### config.mk
export PLATFORM = sky130hd
export DESIGN_NAME = keyword_longest_match_unit
export DESIGN_NICKNAME = d
export VERILOG_FILES = /design/src/klm_pkg.sv /design/src/klm_cell.sv /design/src/keyword_longest_match_unit.sv
export SDC_FILE = /design/constraint.sdc
export NUM_CORES = 2
export LEC_CHECK = 0
export ABC_AREA = 1
export BUFFER_PORTS_ARGS = -buffer_cell sky130_fd_sc_hd__buf_4
export CAP_MARGIN = 10
export CORE_MARGIN = 2
export CORE_UTILIZATION = 35
export DETAILED_ROUTE_END_ITERATION = 10
export GPL_ROUTABILITY_DRIVEN = 0
export SLEW_MARGIN = 20
export SYNTH_ARGS = -nofsm -noshare
export SYNTH_HDL_FRONTEND = slang
export SYNTH_SLANG_ARGS = --single-unit
### constraint.sdc
create_clock -name clk -period 6.65 [get_ports clk]
set_input_delay 0.665 -clock clk [delete_from_list [all_inputs] [get_ports clk]]
set_output_delay 0.665 -clock clk [all_outputs]
set_load 0.05 [all_outputs]
### src/klm_pkg.sv
// Shared types and constants for the keyword longest match unit.
// No dependencies.
package klm_pkg;

  localparam int KEYWORDS_DEF = 16;
  localparam int KEY_LEN_DEF  = 16;
  localparam int LEN_W        = 7;   // holds lengths and positions up to 127
  localparam int CHR_W        = 8;
  localparam int ID_W         = 8;
  localparam int ENT_W        = 9;   // holds entry counts up to 511

  localparam logic [CHR_W-1:0] WILDCARD = 8'h3F;
  localparam logic [CHR_W-1:0] LOWER_A  = 8'h61;
  localparam logic [CHR_W-1:0] LOWER_Z  = 8'h7A;
  localparam logic [CHR_W-1:0] CASE_OFS = 8'h20;
  localparam logic [CHR_W-1:0] SPACE    = 8'h20;
  localparam logic [CHR_W-1:0] WS_LO    = 8'h09;
  localparam logic [CHR_W-1:0] WS_HI    = 8'h0D;

  typedef enum logic [1:0] {
    CMD_LOAD_CHR = 2'd0,
    CMD_LOAD_LEN = 2'd1,
    CMD_STREAM   = 2'd2,
    CMD_END      = 2'd3
  } klm_cmd_t;

  typedef enum logic [1:0] {
    REG_CASE_FOLD  = 2'd0,
    REG_SKIP_WHITE = 2'd1,
    REG_DEFAULT_ID = 2'd2,
    REG_KEY_COUNT  = 2'd3
  } klm_reg_t;

  typedef enum logic [2:0] {
    S_IDLE,
    S_CHK,
    S_WALK,
    S_PFX,
    S_FIN,
    S_NXT,
    S_END
  } klm_state_t;

  // table write broadcast to all cells
  typedef struct packed {
    logic             chr_en;
    logic             len_en;
    logic [ENT_W-1:0] entry;
    logic [LEN_W-1:0] pos;
    logic [CHR_W-1:0] chr;
    logic [LEN_W-1:0] len;
    logic [ID_W-1:0]  id;
  } klm_wr_t;

  // read data passed along the cell chain
  typedef struct packed {
    logic [CHR_W-1:0] chr_a;
    logic [LEN_W-1:0] len_a;
    logic [ID_W-1:0]  id_a;
    logic [CHR_W-1:0] chr_b;
    logic [LEN_W-1:0] len_b;
  } klm_rd_t;

endpackage

### src/klm_cell.sv
// One keyword table entry: characters, length and identifier.
// Depends on klm_pkg. Read data ripples from the previous cell to the next.
module klm_cell #(
  parameter int KEY_LEN = klm_pkg::KEY_LEN_DEF,
  parameter int IDX     = 0,
  parameter int CW      = 5
) (
  input  logic                      clk,
  input  klm_pkg::klm_wr_t          wr,
  input  logic [CW-1:0]             idx_a,
  input  logic [CW-1:0]             idx_b,
  input  logic [klm_pkg::LEN_W-1:0] rd_pos,
  input  klm_pkg::klm_rd_t          rd_in,
  output klm_pkg::klm_rd_t          rd_out
);

  localparam int PW = (KEY_LEN > 1) ? $clog2(KEY_LEN) : 1;

  logic [klm_pkg::CHR_W-1:0] chr_r [KEY_LEN];
  logic [klm_pkg::LEN_W-1:0] len_r;
  logic [klm_pkg::ID_W-1:0]  id_r;
  logic [klm_pkg::CHR_W-1:0] own_chr;
  logic                      hit;

  assign hit = (wr.entry == klm_pkg::ENT_W'(IDX));

  always_ff @(posedge clk) begin
    if (wr.chr_en && hit) begin
      chr_r[wr.pos[PW-1:0]] <= wr.chr;
    end
    if (wr.len_en && hit) begin
      len_r <= wr.len;
      id_r  <= wr.id;
    end
  end

  // positions past the keyword read as code 0
  assign own_chr = (rd_pos < len_r) ? chr_r[rd_pos[PW-1:0]] : '0;

  always_comb begin
    rd_out = rd_in;
    if (idx_a == CW'(IDX)) begin
      rd_out.chr_a = own_chr;
      rd_out.len_a = len_r;
      rd_out.id_a  = id_r;
    end
    if (idx_b == CW'(IDX)) begin
      rd_out.chr_b = own_chr;
      rd_out.len_b = len_r;
    end
  end

endmodule

### src/keyword_longest_match_unit.sv
// Top level of the keyword longest match unit: control sequencer,
// configuration registers and the chain of klm_cell entries. Depends on klm_pkg.
//
//  channel | direction | handshake
//  in_*    | in        | start / busy, taken when start & !busy
//  out_*   | out       | out_valid strobe, one cycle, no back pressure
//  cfg     | in / out  | APB psel / penable / pwrite, pready tied high
//
// Loads and stream ends are taken in idle; a stream end's result appears in the next cycle.
// A stream character steps through check, a walk of the sorted table, a prefix
// compare of the two entries, finish, an optional compare with the next entry and end,
// one position of one entry pair per cycle through the cell chain.
// Reset is synchronous and sets only configuration and sequencer state; table contents are
// undefined until loaded. Results cannot be stalled.
module keyword_longest_match_unit #(
  parameter int KEYWORDS = klm_pkg::KEYWORDS_DEF,
  parameter int KEY_LEN  = klm_pkg::KEY_LEN_DEF
) (
  input  logic        clk,
  input  logic        rst_n,
  input  logic        start,
  output logic        busy,
  input  logic [1:0]  in_cmd,
  input  logic [3:0]  in_entry,
  input  logic [3:0]  in_position,
  input  logic [7:0]  in_char_value,
  input  logic [4:0]  in_key_length,
  input  logic [7:0]  in_key_id,
  output logic        out_valid,
  output logic        out_found,
  output logic [7:0]  out_identifier,
  output logic [4:0]  out_match_length,
  output logic        out_end_consumed,
  input  logic        psel,
  input  logic        penable,
  input  logic        pwrite,
  input  logic [3:0]  paddr,
  input  logic [31:0] pwdata,
  output logic [31:0] prdata,
  output logic        pready
);

  localparam int CW = $clog2(KEYWORDS + 1);
  localparam int LW = klm_pkg::LEN_W;

  klm_pkg::klm_state_t state_r, state_nxt;

  logic            case_fold_r, skip_white_r;
  logic [7:0]      default_id_r;
  logic [4:0]      key_count_r;

  logic [7:0]      c_r, c_nxt;
  logic [CW-1:0]   k_r, k_nxt, p_r, p_nxt, cand_r, cand_nxt;
  logic [LW-1:0]   i_r, i_nxt, j_r, j_nxt, pos_r, pos_nxt;
  logic            match_r, match_nxt, more_r, more_nxt;
  logic [7:0]      best_id_r, best_id_nxt;
  logic [LW-1:0]   best_len_r, best_len_nxt;
  logic            have_best_r, have_best_nxt, in_match_r, in_match_nxt;
  logic            out_valid_r, out_valid_nxt, found_r, found_nxt;
  logic [7:0]      ident_r, ident_nxt;
  logic [4:0]      mlen_r, mlen_nxt;
  logic            cons_r, cons_nxt;

  logic [CW-1:0]   n;
  logic [klm_pkg::ENT_W-1:0] n_full;
  logic            accept, white, emit;
  logic            emit_cons;
  logic [7:0]      folded;
  logic [LW-1:0]   rd_pos, i_inc;
  klm_pkg::klm_wr_t wr;
  klm_pkg::klm_rd_t rd [KEYWORDS+1];

  // ---------------- configuration port ----------------
  assign pready = 1'b1;

  always_ff @(posedge clk) begin
    if (!rst_n) begin
      case_fold_r  <= 1'b1;
      skip_white_r <= 1'b1;
      default_id_r <= 8'hFF;
      key_count_r  <= '0;
    end else if (psel && penable && pwrite) begin
      unique case (klm_pkg::klm_reg_t'(paddr[3:2]))
        klm_pkg::REG_CASE_FOLD:  case_fold_r  <= pwdata[0];
        klm_pkg::REG_SKIP_WHITE: skip_white_r <= pwdata[0];
        klm_pkg::REG_DEFAULT_ID: default_id_r <= pwdata[7:0];
        klm_pkg::REG_KEY_COUNT:  key_count_r  <= pwdata[4:0];
        default: ;
      endcase
    end
  end

  always_comb begin
    unique case (klm_pkg::klm_reg_t'(paddr[3:2]))
      klm_pkg::REG_CASE_FOLD:  prdata = {31'b0, case_fold_r};
      klm_pkg::REG_SKIP_WHITE: prdata = {31'b0, skip_white_r};
      klm_pkg::REG_DEFAULT_ID: prdata = {24'b0, default_id_r};
      klm_pkg::REG_KEY_COUNT:  prdata = {27'b0, key_count_r};
      default:                 prdata = '0;
    endcase
  end

  // ---------------- cell chain ----------------
  assign accept = start && (state_r == klm_pkg::S_IDLE);

  always_comb begin
    wr.chr_en = accept && (klm_pkg::klm_cmd_t'(in_cmd) == klm_pkg::CMD_LOAD_CHR) &&
                ({5'b0, in_entry} < klm_pkg::ENT_W'(KEYWORDS)) &&
                ({3'b0, in_position} < LW'(KEY_LEN));
    wr.len_en = accept && (klm_pkg::klm_cmd_t'(in_cmd) == klm_pkg::CMD_LOAD_LEN) &&
                ({5'b0, in_entry} < klm_pkg::ENT_W'(KEYWORDS));
    wr.entry  = {5'b0, in_entry};
    wr.pos    = {3'b0, in_position};
    wr.chr    = in_char_value;
    wr.len    = ({2'b0, in_key_length} > LW'(KEY_LEN)) ? LW'(KEY_LEN)
                                                      : {2'b0, in_key_length};
    wr.id     = in_key_id;
  end

  assign rd_pos = (state_r == klm_pkg::S_PFX || state_r == klm_pkg::S_NXT) ? j_r : i_r;
  assign rd[0]  = '0;

  for (genvar g = 0; g < KEYWORDS; g++) begin : g_cell
    klm_cell #(.KEY_LEN(KEY_LEN), .IDX(g), .CW(CW)) u_cell (
      .clk    (clk),
      .wr     (wr),
      .idx_a  (k_r),
      .idx_b  (p_r),
      .rd_pos (rd_pos),
      .rd_in  (rd[g]),
      .rd_out (rd[g+1])
    );
  end

  // ---------------- sequencer ----------------
  assign n_full = ({4'b0, key_count_r} > klm_pkg::ENT_W'(KEYWORDS))
                  ? klm_pkg::ENT_W'(KEYWORDS) : {4'b0, key_count_r};
  assign n      = n_full[CW-1:0];
  assign white  = (in_char_value == klm_pkg::SPACE) ||
                  (in_char_value >= klm_pkg::WS_LO && in_char_value <= klm_pkg::WS_HI);
  assign folded = (case_fold_r && in_char_value >= klm_pkg::LOWER_A &&
                   in_char_value <= klm_pkg::LOWER_Z)
                  ? in_char_value - klm_pkg::CASE_OFS : in_char_value;
  assign i_inc  = i_r + LW'(1);

  // next state
  always_comb begin
    state_nxt = state_r;
    unique case (state_r)
      klm_pkg::S_IDLE: begin
        if (accept && klm_pkg::klm_cmd_t'(in_cmd) == klm_pkg::CMD_STREAM &&
            !(!in_match_r && skip_white_r && white)) begin
          state_nxt = klm_pkg::S_CHK;
        end
      end
      klm_pkg::S_CHK: begin
        if (k_r < n && !(rd[KEYWORDS].chr_a == klm_pkg::WILDCARD ||
            (i_r < rd[KEYWORDS].len_a && rd[KEYWORDS].chr_a == c_r))) begin
          state_nxt = klm_pkg::S_WALK;
        end else begin
          state_nxt = klm_pkg::S_FIN;
        end
      end
      klm_pkg::S_WALK: begin
        if (p_r < n && c_r > rd[KEYWORDS].chr_b) begin
          state_nxt = klm_pkg::S_WALK;
        end else if (p_r < n && i_r < rd[KEYWORDS].len_b && rd[KEYWORDS].chr_b == c_r) begin
          state_nxt = klm_pkg::S_PFX;
        end else begin
          state_nxt = klm_pkg::S_FIN;
        end
      end
      klm_pkg::S_PFX: begin
        if (j_r >= i_r || rd[KEYWORDS].chr_a != rd[KEYWORDS].chr_b) begin
          state_nxt = klm_pkg::S_FIN;
        end
      end
      klm_pkg::S_FIN: begin
        if (!more_r && match_r && (k_r + CW'(1)) < n) begin
          state_nxt = klm_pkg::S_NXT;
        end else begin
          state_nxt = klm_pkg::S_END;
        end
      end
      klm_pkg::S_NXT: begin
        if (rd[KEYWORDS].chr_a != rd[KEYWORDS].chr_b || j_r == i_r) begin
          state_nxt = klm_pkg::S_END;
        end
      end
      klm_pkg::S_END:  state_nxt = klm_pkg::S_IDLE;
      default:         state_nxt = klm_pkg::S_IDLE;
    endcase
  end

  // datapath
  always_comb begin
    c_nxt         = c_r;
    k_nxt         = k_r;
    p_nxt         = p_r;
    i_nxt         = i_r;
    j_nxt         = j_r;
    match_nxt     = match_r;
    more_nxt      = more_r;
    cand_nxt      = cand_r;
    pos_nxt       = pos_r;
    best_id_nxt   = best_id_r;
    best_len_nxt  = best_len_r;
    have_best_nxt = have_best_r;
    in_match_nxt  = in_match_r;
    emit          = 1'b0;
    emit_cons     = 1'b0;
    unique case (state_r)
      klm_pkg::S_IDLE: begin
        if (accept && klm_pkg::klm_cmd_t'(in_cmd) == klm_pkg::CMD_STREAM &&
            !(!in_match_r && skip_white_r && white)) begin
          in_match_nxt = 1'b1;
          c_nxt        = folded;
          k_nxt        = cand_r;
          i_nxt        = pos_r;
        end else if (accept && klm_pkg::klm_cmd_t'(in_cmd) == klm_pkg::CMD_END) begin
          emit = 1'b1;
        end
      end
      klm_pkg::S_CHK: begin
        match_nxt = (k_r < n) && (rd[KEYWORDS].chr_a == klm_pkg::WILDCARD ||
                    (i_r < rd[KEYWORDS].len_a && rd[KEYWORDS].chr_a == c_r));
        more_nxt  = (k_r < n) && (i_inc < rd[KEYWORDS].len_a);
        p_nxt     = k_r;
      end
      klm_pkg::S_WALK: begin
        j_nxt = '0;
        if (p_r < n && c_r > rd[KEYWORDS].chr_b) begin
          p_nxt = p_r + CW'(1);
        end else if (!(p_r < n && i_r < rd[KEYWORDS].len_b &&
                       rd[KEYWORDS].chr_b == c_r)) begin
          match_nxt = 1'b0;
        end
      end
      klm_pkg::S_PFX: begin
        if (j_r >= i_r) begin
          match_nxt = 1'b1;
          k_nxt     = p_r;
          more_nxt  = i_inc < rd[KEYWORDS].len_b;
        end else if (rd[KEYWORDS].chr_a != rd[KEYWORDS].chr_b) begin
          match_nxt = 1'b0;
        end else begin
          j_nxt = j_r + LW'(1);
        end
      end
      klm_pkg::S_FIN: begin
        if (!more_r && match_r) begin
          have_best_nxt = 1'b1;
          best_id_nxt   = rd[KEYWORDS].id_a;
          best_len_nxt  = i_inc;
          p_nxt         = k_r + CW'(1);
          j_nxt         = '0;
        end
      end
      klm_pkg::S_NXT: begin
        if (rd[KEYWORDS].chr_a == rd[KEYWORDS].chr_b) begin
          if (j_r == i_r) begin
            more_nxt = 1'b1;
            k_nxt    = p_r;
          end else begin
            j_nxt = j_r + LW'(1);
          end
        end
      end
      klm_pkg::S_END: begin
        if (match_r && more_r) begin
          cand_nxt = k_r;
          pos_nxt  = i_inc;
        end else begin
          emit      = 1'b1;
          emit_cons = match_r && !more_r;
        end
      end
      default: ;
    endcase
    if (emit) begin
      cand_nxt      = '0;
      pos_nxt       = '0;
      best_id_nxt   = '0;
      best_len_nxt  = '0;
      have_best_nxt = 1'b0;
      in_match_nxt  = 1'b0;
    end
  end

  // outputs
  always_comb begin
    busy          = (state_r != klm_pkg::S_IDLE);
    out_valid_nxt = emit;
    found_nxt     = have_best_r;
    ident_nxt     = have_best_r ? best_id_r : default_id_r;
    mlen_nxt      = have_best_r ? best_len_r[4:0] : 5'd0;
    cons_nxt      = emit_cons;
  end

  always_ff @(posedge clk) begin
    if (!rst_n) begin
      state_r     <= klm_pkg::S_IDLE;
      cand_r      <= '0;
      pos_r       <= '0;
      best_id_r   <= '0;
      best_len_r  <= '0;
      have_best_r <= 1'b0;
      in_match_r  <= 1'b0;
      out_valid_r <= 1'b0;
    end else begin
      state_r     <= state_nxt;
      cand_r      <= cand_nxt;
      pos_r       <= pos_nxt;
      best_id_r   <= best_id_nxt;
      best_len_r  <= best_len_nxt;
      have_best_r <= have_best_nxt;
      in_match_r  <= in_match_nxt;
      out_valid_r <= out_valid_nxt;
    end
  end

  always_ff @(posedge clk) begin
    c_r     <= c_nxt;
    k_r     <= k_nxt;
    p_r     <= p_nxt;
    i_r     <= i_nxt;
    j_r     <= j_nxt;
    match_r <= match_nxt;
    more_r  <= more_nxt;
    found_r <= found_nxt;
    ident_r <= ident_nxt;
    mlen_r  <= mlen_nxt;
    cons_r  <= cons_nxt;
  end

  assign out_valid        = out_valid_r;
  assign out_found        = found_r;
  assign out_identifier   = ident_r;
  assign out_match_length = mlen_r;
  assign out_end_consumed = cons_r;

endmodule

Word level (Yosys, flattened, before mapping)
Memory sizes are Yosys's and may differ from the RTL's.
Cells that the tools add are included.
Storage, ports and cells
  bits in registers: 335
  memory bits (writable): 2048
  bits of input ports: 73
  output and inout port bits: 50
  memories: 16
Memory list
  g_cell[0].u_cell.chr_r: depth 16, width 8, read ports 1, clocked after Yosys merged registers in 0, wr ports 1, RTL line klm_cell.sv:19  | logic [klm_pkg::CHR_W-1:0] chr_r [KEY_LEN];
  g_cell[10].u_cell.chr_r: depth 16, width 8, read ports 1, clocked after Yosys merged registers in 0, wr ports 1, RTL line klm_cell.sv:19
  g_cell[11].u_cell.chr_r: depth 16, width 8, read ports 1, clocked after Yosys merged registers in 0, wr ports 1, RTL line klm_cell.sv:19
  g_cell[12].u_cell.chr_r: depth 16, width 8, read ports 1, clocked after Yosys merged registers in 0, wr ports 1, RTL line klm_cell.sv:19
  g_cell[13].u_cell.chr_r: depth 16, width 8, read ports 1, clocked after Yosys merged registers in 0, wr ports 1, RTL line klm_cell.sv:19
  g_cell[14].u_cell.chr_r: depth 16, width 8, read ports 1, clocked after Yosys merged registers in 0, wr ports 1, RTL line klm_cell.sv:19
  +10 memories
Operators by class
  add/sub/neg operators: 5
  $lt $le $gt $ge: 31
  eq/ne operators: 78
  multiplexer cells: 121
  bitwise logic cells: 2
  reduce and logical (&&, ||, !) cells: 91
Operators by type and width (number)
  $mux 23: 16
  $mux 15: 16
  $mux 8: 18
  $lt 7x7->1: 20
  $pmux 32 s4: 1
  $eq 5x4->1 const B: 16
  $logic_and 1x1->1: 55
  $mux 1: 42
  $mux 7: 6
  $eq 5x3->1 const B: 8
  $mux 5: 8
  $eq 4x4->1 const B: 8
  $pmux 5 s3: 2
  $pmux 7 s4: 1
  $eq 8x8->1: 3
  $eq 5x2->1 const B: 4
  $mux 3: 6
  $pmux 3 s6: 1
  $eq 4x3->1 const B: 4
  $eq 8x6->1 const B: 2
  $lt 5x5->1: 3
  $reduce_bool 3->1: 5
  $add 7x1->7 const B: 2
  $ne 2x2->1 const B: 7
  other kinds (38): 74

Logic depth before layout (Yosys ltp)
  depth in word-level cells: 28
  gate-level depth with buffers: 47
  gate-level depth less buffers: 39

Hierarchy
Synthesis repeated with hierarchy kept, for this count alone.
Unflattened totals
  cell total of the unflattened synthesis: 10547
  area, all modules: 109516.3 µm²
Modules (own cells, without submodules)
  klm_cell (g_cell[10].u_cell ...): instances 4, cells an instance 610, area each 6518.8 µm², seq. area each 4294.1 µm²
  klm_cell (g_cell[1].u_cell ...): instances 2, cells an instance 607, area each 6507.5 µm², seq. area each 4294.1 µm²
  klm_cell (g_cell[13].u_cell ...): instances 2, cells an instance 613, area each 6493.7 µm², seq. area each 4294.1 µm²
  klm_cell (g_cell[11].u_cell ...): instances 2, cells an instance 607, area each 6481.2 µm², seq. area each 4294.1 µm²
  klm_cell (g_cell[4].u_cell ...): instances 2, cells an instance 607, area each 6416.2 µm², seq. area each 4294.1 µm²
  klm_cell (g_cell[3].u_cell): instances 1, cells an instance 606, area each 6442.4 µm², seq. area each 4294.1 µm²
  klm_cell (g_cell[12].u_cell): instances 1, cells an instance 608, area each 6419.9 µm², seq. area each 4294.1 µm²
  klm_cell (g_cell[0].u_cell): instances 1, cells an instance 605, area each 6407.4 µm², seq. area each 4294.1 µm²
  klm_cell (g_cell[15].u_cell): instances 1, cells an instance 609, area each 6387.4 µm², seq. area each 4294.1 µm²
  keyword_longest_match_unit: instances 1, cells an instance 811, area each 5987.0 µm², seq. area each 2242.2 µm²

Least setup slack after synthesis
OpenSTA, ideal clock, no wires.
  kind: register to register
  start point: register state_r[2]
  end point: register p_r[0], enable pin
  setup time: 376 ps
  arrival time: 5344 ps
  data required time: 6274 ps
  slack: 930 ps
  stages on the path, launching flop included: 43
  cell sequence: dfxtp_1 > buf_4 > clkinv_2 > nand3_2 > nand2_8 > nand2_1 > o21ai_4 > buf_2 > buf_2 > buf_2 > buf_2 > buf_2 > ha_1 > a21oi_1 > nand2_1 > a21oi_2 > buf_4 > nand4_1 > [... 7 more ...] > nand2_1 > nand3_1 > nand3_1 > nand3_1 > nand3_1 > nand2_1 > nand2_1 > nand2_1 > inv_1 > ha_1 > nand2_1 > nor2_1 > nand2_1 > o211ai_1 > nand3_1 > nand2_1 > inv_1 > a211oi_1
On the way
  longest elaborated chain between the ends: 25
  elaborated cells between the ends (all ways): 77
  classes of those cells: order compare (17); eq/ne (7); mux (33); reduce/logical (4); memory (16)
RTL lines
  start: declaration: RTL line keyword_longest_match_unit.sv:46  | klm_pkg::klm_state_t state_r, state_nxt;
  start signal: assignment: RTL line keyword_longest_match_unit.sv:302  | state_r <= klm_pkg::S_IDLE;
  start signal: assignment: RTL line keyword_longest_match_unit.sv:311  | state_r <= state_nxt;
  $eq 3x2->1 or $eq 3x3->1 (tied branches): RTL line keyword_longest_match_unit.sv:120  | assign rd_pos = (state_r == klm_pkg::S_PFX || state_r == klm_pkg::S_NXT) ? j_r : i_r;
  $logic_or 1x1->1: RTL line keyword_longest_match_unit.sv:120
  $mux 7: RTL line keyword_longest_match_unit.sv:120
  $lt 7x7->1 or $mem_v2 16x8 (tied branches)
  $mux 8: RTL line klm_cell.sv:38  | assign own_chr = (rd_pos < len_r) ? chr_r[rd_pos[PW-1:0]] : '0;
  $mux 15 (16 in series): RTL line klm_cell.sv:47  | if (idx_b == CW'(IDX)) begin
  $gt 8x8->1: RTL line keyword_longest_match_unit.sv:232  | if (p_r < n && c_r > rd[KEYWORDS].chr_b) begin
  $logic_and 1x1->1: RTL line keyword_longest_match_unit.sv:232
  $ne 2x2->1 (no source line)
  $reduce_and 3->1 (no source line) (*)
  end signal: assignment: RTL line keyword_longest_match_unit.sv:325  | p_r <= p_nxt;
  end: declaration: RTL line keyword_longest_match_unit.sv:53  | logic [CW-1:0] k_r, k_nxt, p_r, p_nxt, cand_r, cand_nxt;
Every way passes the cells marked *; elsewhere a longest branch is shown, timed or not.
A chain may end at the register's enable or synchronous reset.

Worst setup path in the final report
  start point: register state_r[0]
  end point: register k_r[1], enable pin
On the way
  longest elaborated chain between the ends: 24
  elaborated cells between the ends (all ways): 95
  classes of those cells: order compare (16); eq/ne (7); mux (49); reduce/logical (7); memory (16)
RTL lines
  $eq 3x2->1 or $eq 3x3->1 (tied branches): RTL line keyword_longest_match_unit.sv:120, keyword_longest_match_unit.sv:212
  $logic_or 1x1->1: RTL line keyword_longest_match_unit.sv:120
  $mux 7: RTL line keyword_longest_match_unit.sv:120
  $lt 7x7->1 or $mem_v2 16x8 (tied branches)
  $mux 8: RTL line klm_cell.sv:38
  $mux 23 or $mux 15 (tied branches) (16 in series): RTL line klm_cell.sv:42, klm_cell.sv:47
  $eq 8x8->1: RTL line keyword_longest_match_unit.sv:260  | if (rd[KEYWORDS].chr_a == rd[KEYWORDS].chr_b) begin
  $ne 2x1->1 (no source line)
  $reduce_and 5->1 (no source line) (*)
  end signal: assignment: RTL line keyword_longest_match_unit.sv:324  | k_r <= k_nxt;
  end: declaration: RTL line keyword_longest_match_unit.sv:53
Marks and branches as above.

==> run summary <==
Main synth FF type: edfxtp_1
Die W: 543.2 um
register area: 69,990 um^2
EDFF count, synth: 2,290
Avg Cell Area, Syn: 11.36 um^2
status: complete, no violations
Starting Density: 0.3525
Detailed Route WL: 293,800 um
IO Count: 123
clock sinks: 2,351
endpoint class of the critical path: register
vias per cell: 5.394
final worst-path cycle share: 0.9412
die height: 543.2 um
DR vias: 70,240
Async S/R FF share, synth: 0
GRT Overall Usage: 0.1933
Synth Register Bits: 2,351
Syn-to-layout area delta: 11.90%
setup repair after global routing missed its margin: false
number of CTS-inserted buffers: 232
ANT nets after route: 0
full die area: 295,000 um^2
measured slew at the worst slew-check pin: 1.113 ns
top post-synthesis cells by area: edfxtp_1, nand2_1, nand3_1
Place WS: 0.4575 ns
Worst-Skew Late Latency: 0.94 ns
clk buf depth: 4
Max stage delay on crit path: 0.50 ns
Post-synth top cells: edfxtp_1, nand2_1, nand3_1
H-tree Lvls: 4
Remaining DRCs: 0
CTS tree: built
IO buf count: 71
worst IR drop on VDD: 0.0002306 V
DR pass1 iterations: 7
WL/cell: 22.57 um
Mapped Cells: 8,958
1st-iter DRT viols: 8,261
warnings from Yosys: 0
Worst Path Arrival: 6.78 ns
area leader, netlist: edfxtp_1
Max Slew Vio Count: 0
first-pass GRT wire length: 432,600 um
sequential fraction of the synthesis area: 0.6878
count leader, synth: edfxtp_1
largest net degree at the start of global routing: 150
layout cells sized above 1: 0.07856
Leakage: 39.45 nW
CP Class: reg2reg
Worst path most repeated cell: nand3_1
Core ar.: 288,600 um^2
startpoint types: register
Reg clk slew, reported paths: 0.06 ns
fin crit period: 6.259 ns
Detailed Place HPWL: 179,400 um
final setup margin: 0.3910 ns
nets: 9,153
delay-heaviest family, CP: simple AND/OR/NAND/NOR gates
Worst Hold Class: in2reg
Fin Clk Skew: 0.09577 ns
multi-input logic area: 27,530 um^2
Hold Vio Cnt, Final: 0
Yosys top cell area share: 0.6758
initial antenna violation count: 9
Fin Setup TNS: 0 ns
fill cell count: 27,140
Worst EP required: 7.17 ns
Netlist cell types: 67
Max FO, Critical Path: 73
Root Driver: clkbuf_16
vias in the first global route: 67,140
Power per Cell Area: 283.3 nW/um^2
max-slew headroom at the worst pin: 0.2557
Final setup viols: 0
row count: 197
maxcap violations: 0
slowest library cell on the worst path: dfxtp_1
max frequency: 0.1598 GHz
gr ovfl total: 0
synthesized area: 101,800 um^2
worst path bufs/invs: 4
registers in the layout, indices dropped and copies added (netlist names), 3 cells and up:
register / flops
best_id_r: 8
best_len_r: 5
c_r: 8
cand_r: 5
default_id_r: 8
g_cell.u_cell.chr_r: 2048
g_cell.u_cell.id_r: 128
g_cell.u_cell.len_r: 80
i_r: 7
j_r: 7
k_r: 5
key_count_r: 5
out_identifier: 8
out_match_length: 5
p_r: 5
pos_r: 7
state_r: 3
path summary, 6_finish.rpt:
path,from,endpoint,slack [ns],cells past startpoint
setup / recovery,state_r[0],k_r[1],0.39,31
hold / removal,pwdata[1],key_count_r[1],0.06,3
setup reg to reg,state_r[0],k_r[1],0.39,31
hold reg to reg,pos_r[1],i_r[1],0.43,0
cell families (layout without fill, tap and decap cells):
logic type      Yosys count  in the layout  synth area share
simple gates           4730           4731            0.1983
fa+ha+maj               121            121           0.01488
xor+xnor                  9              9         0.0007747
compound gates          892            892           0.05321
other cells               2             28        0.00007381
buf+inv                 853           1010           0.04496
flops                  2351           2351            0.6878
placed cells by master, fill, tap and decap left out, drive strengths merged, types with 3 or more instances in the layout:
cell,count
a211oi,9
o22ai,67
buf,304
clkinv,103
o221ai,49
dlygate4sd3,6
nand2,2286
ha,121
clkinvlp,4
a31oi,34
a221oi,5
a41oi,5
clkbuf,295
nor2,681
o21bai,3
o21a,3
a2111oi,3
nand3,1640
o221a,14
or2,3
edfxtp,2290
nor3,31
inv,281
o211ai,70
a22oi,5
o32ai,3
o21ai,390
conb,25
bufinv,17
nand3b,3
dfxtp,61
nand4,84
diode,3
a21oi,206
o2111ai,11
xor2,9
routing by layer:
layer  track usage  vias up  routed length (um)
met1        0.2630    34640              121100
met5             0        -                  13
met2        0.3089     3112              136300
li1              -    31910                   -
met3       0.03270      573               24320
met4       0.07353        2               12170
final cells by class:
cell class,instances,share of cell area
clock inverter,119,0.009780
antenna,3,0.00006593
tap,3880,0.04264
timing repair buffer,310,0.02720
inverter,286,0.009527
clock buffer,295,0.05435
sequential,2351,0.6147
multi-input combinational,5778,0.2418
through the flow:
stage          hold slack [ns]  instance area, um^2  cells  utilization  power, mW
2_1_floorplan           0.3614               101800   8981            -      18.38
3_3_place_gp            0.4116               106300  12590       0.3684      19.58
3_5_place_dp            0.4129               106300  12590       0.3684      19.62
4_1_cts               0.002234               113700  13010       0.3939      32.34
5_1_grt                0.03475               113900  13020       0.3945      33.21
6_report               0.06008               113900  13020       0.3945      32.26
report_power, final:
group | total, mW | leakage (nW) | internal [mW] | switching [mW]
Clock | 12.9 | 3.58 | 7.22 | 5.66
Combinational | 3.04 | 14.8 | 0.818 | 2.22
Sequential | 16.3 | 21.1 | 16.3 | 0.0426
Total | 32.3 | 39.4 | 24.3 | 7.93
worst reg2reg max path, delay by kind of cell (launching register included):
family | cells | cell delay, ns
DFF | 1 | 0.50
buffers and inverters | 4 | 1.06
AOI/OAI and AO/OA | 5 | 1.14
and+or+nand+nor | 22 | 3.25
repair_timing:
item                                   in CTS  in global routing
endpoints found under the hold margin       6                  0
gates resized for setup                     0                  8
hold buffers                                6                  0
setup endpoints to repair                   0                  1
buffers inserted                            0                  4
(Power assumes the default switching activity.)
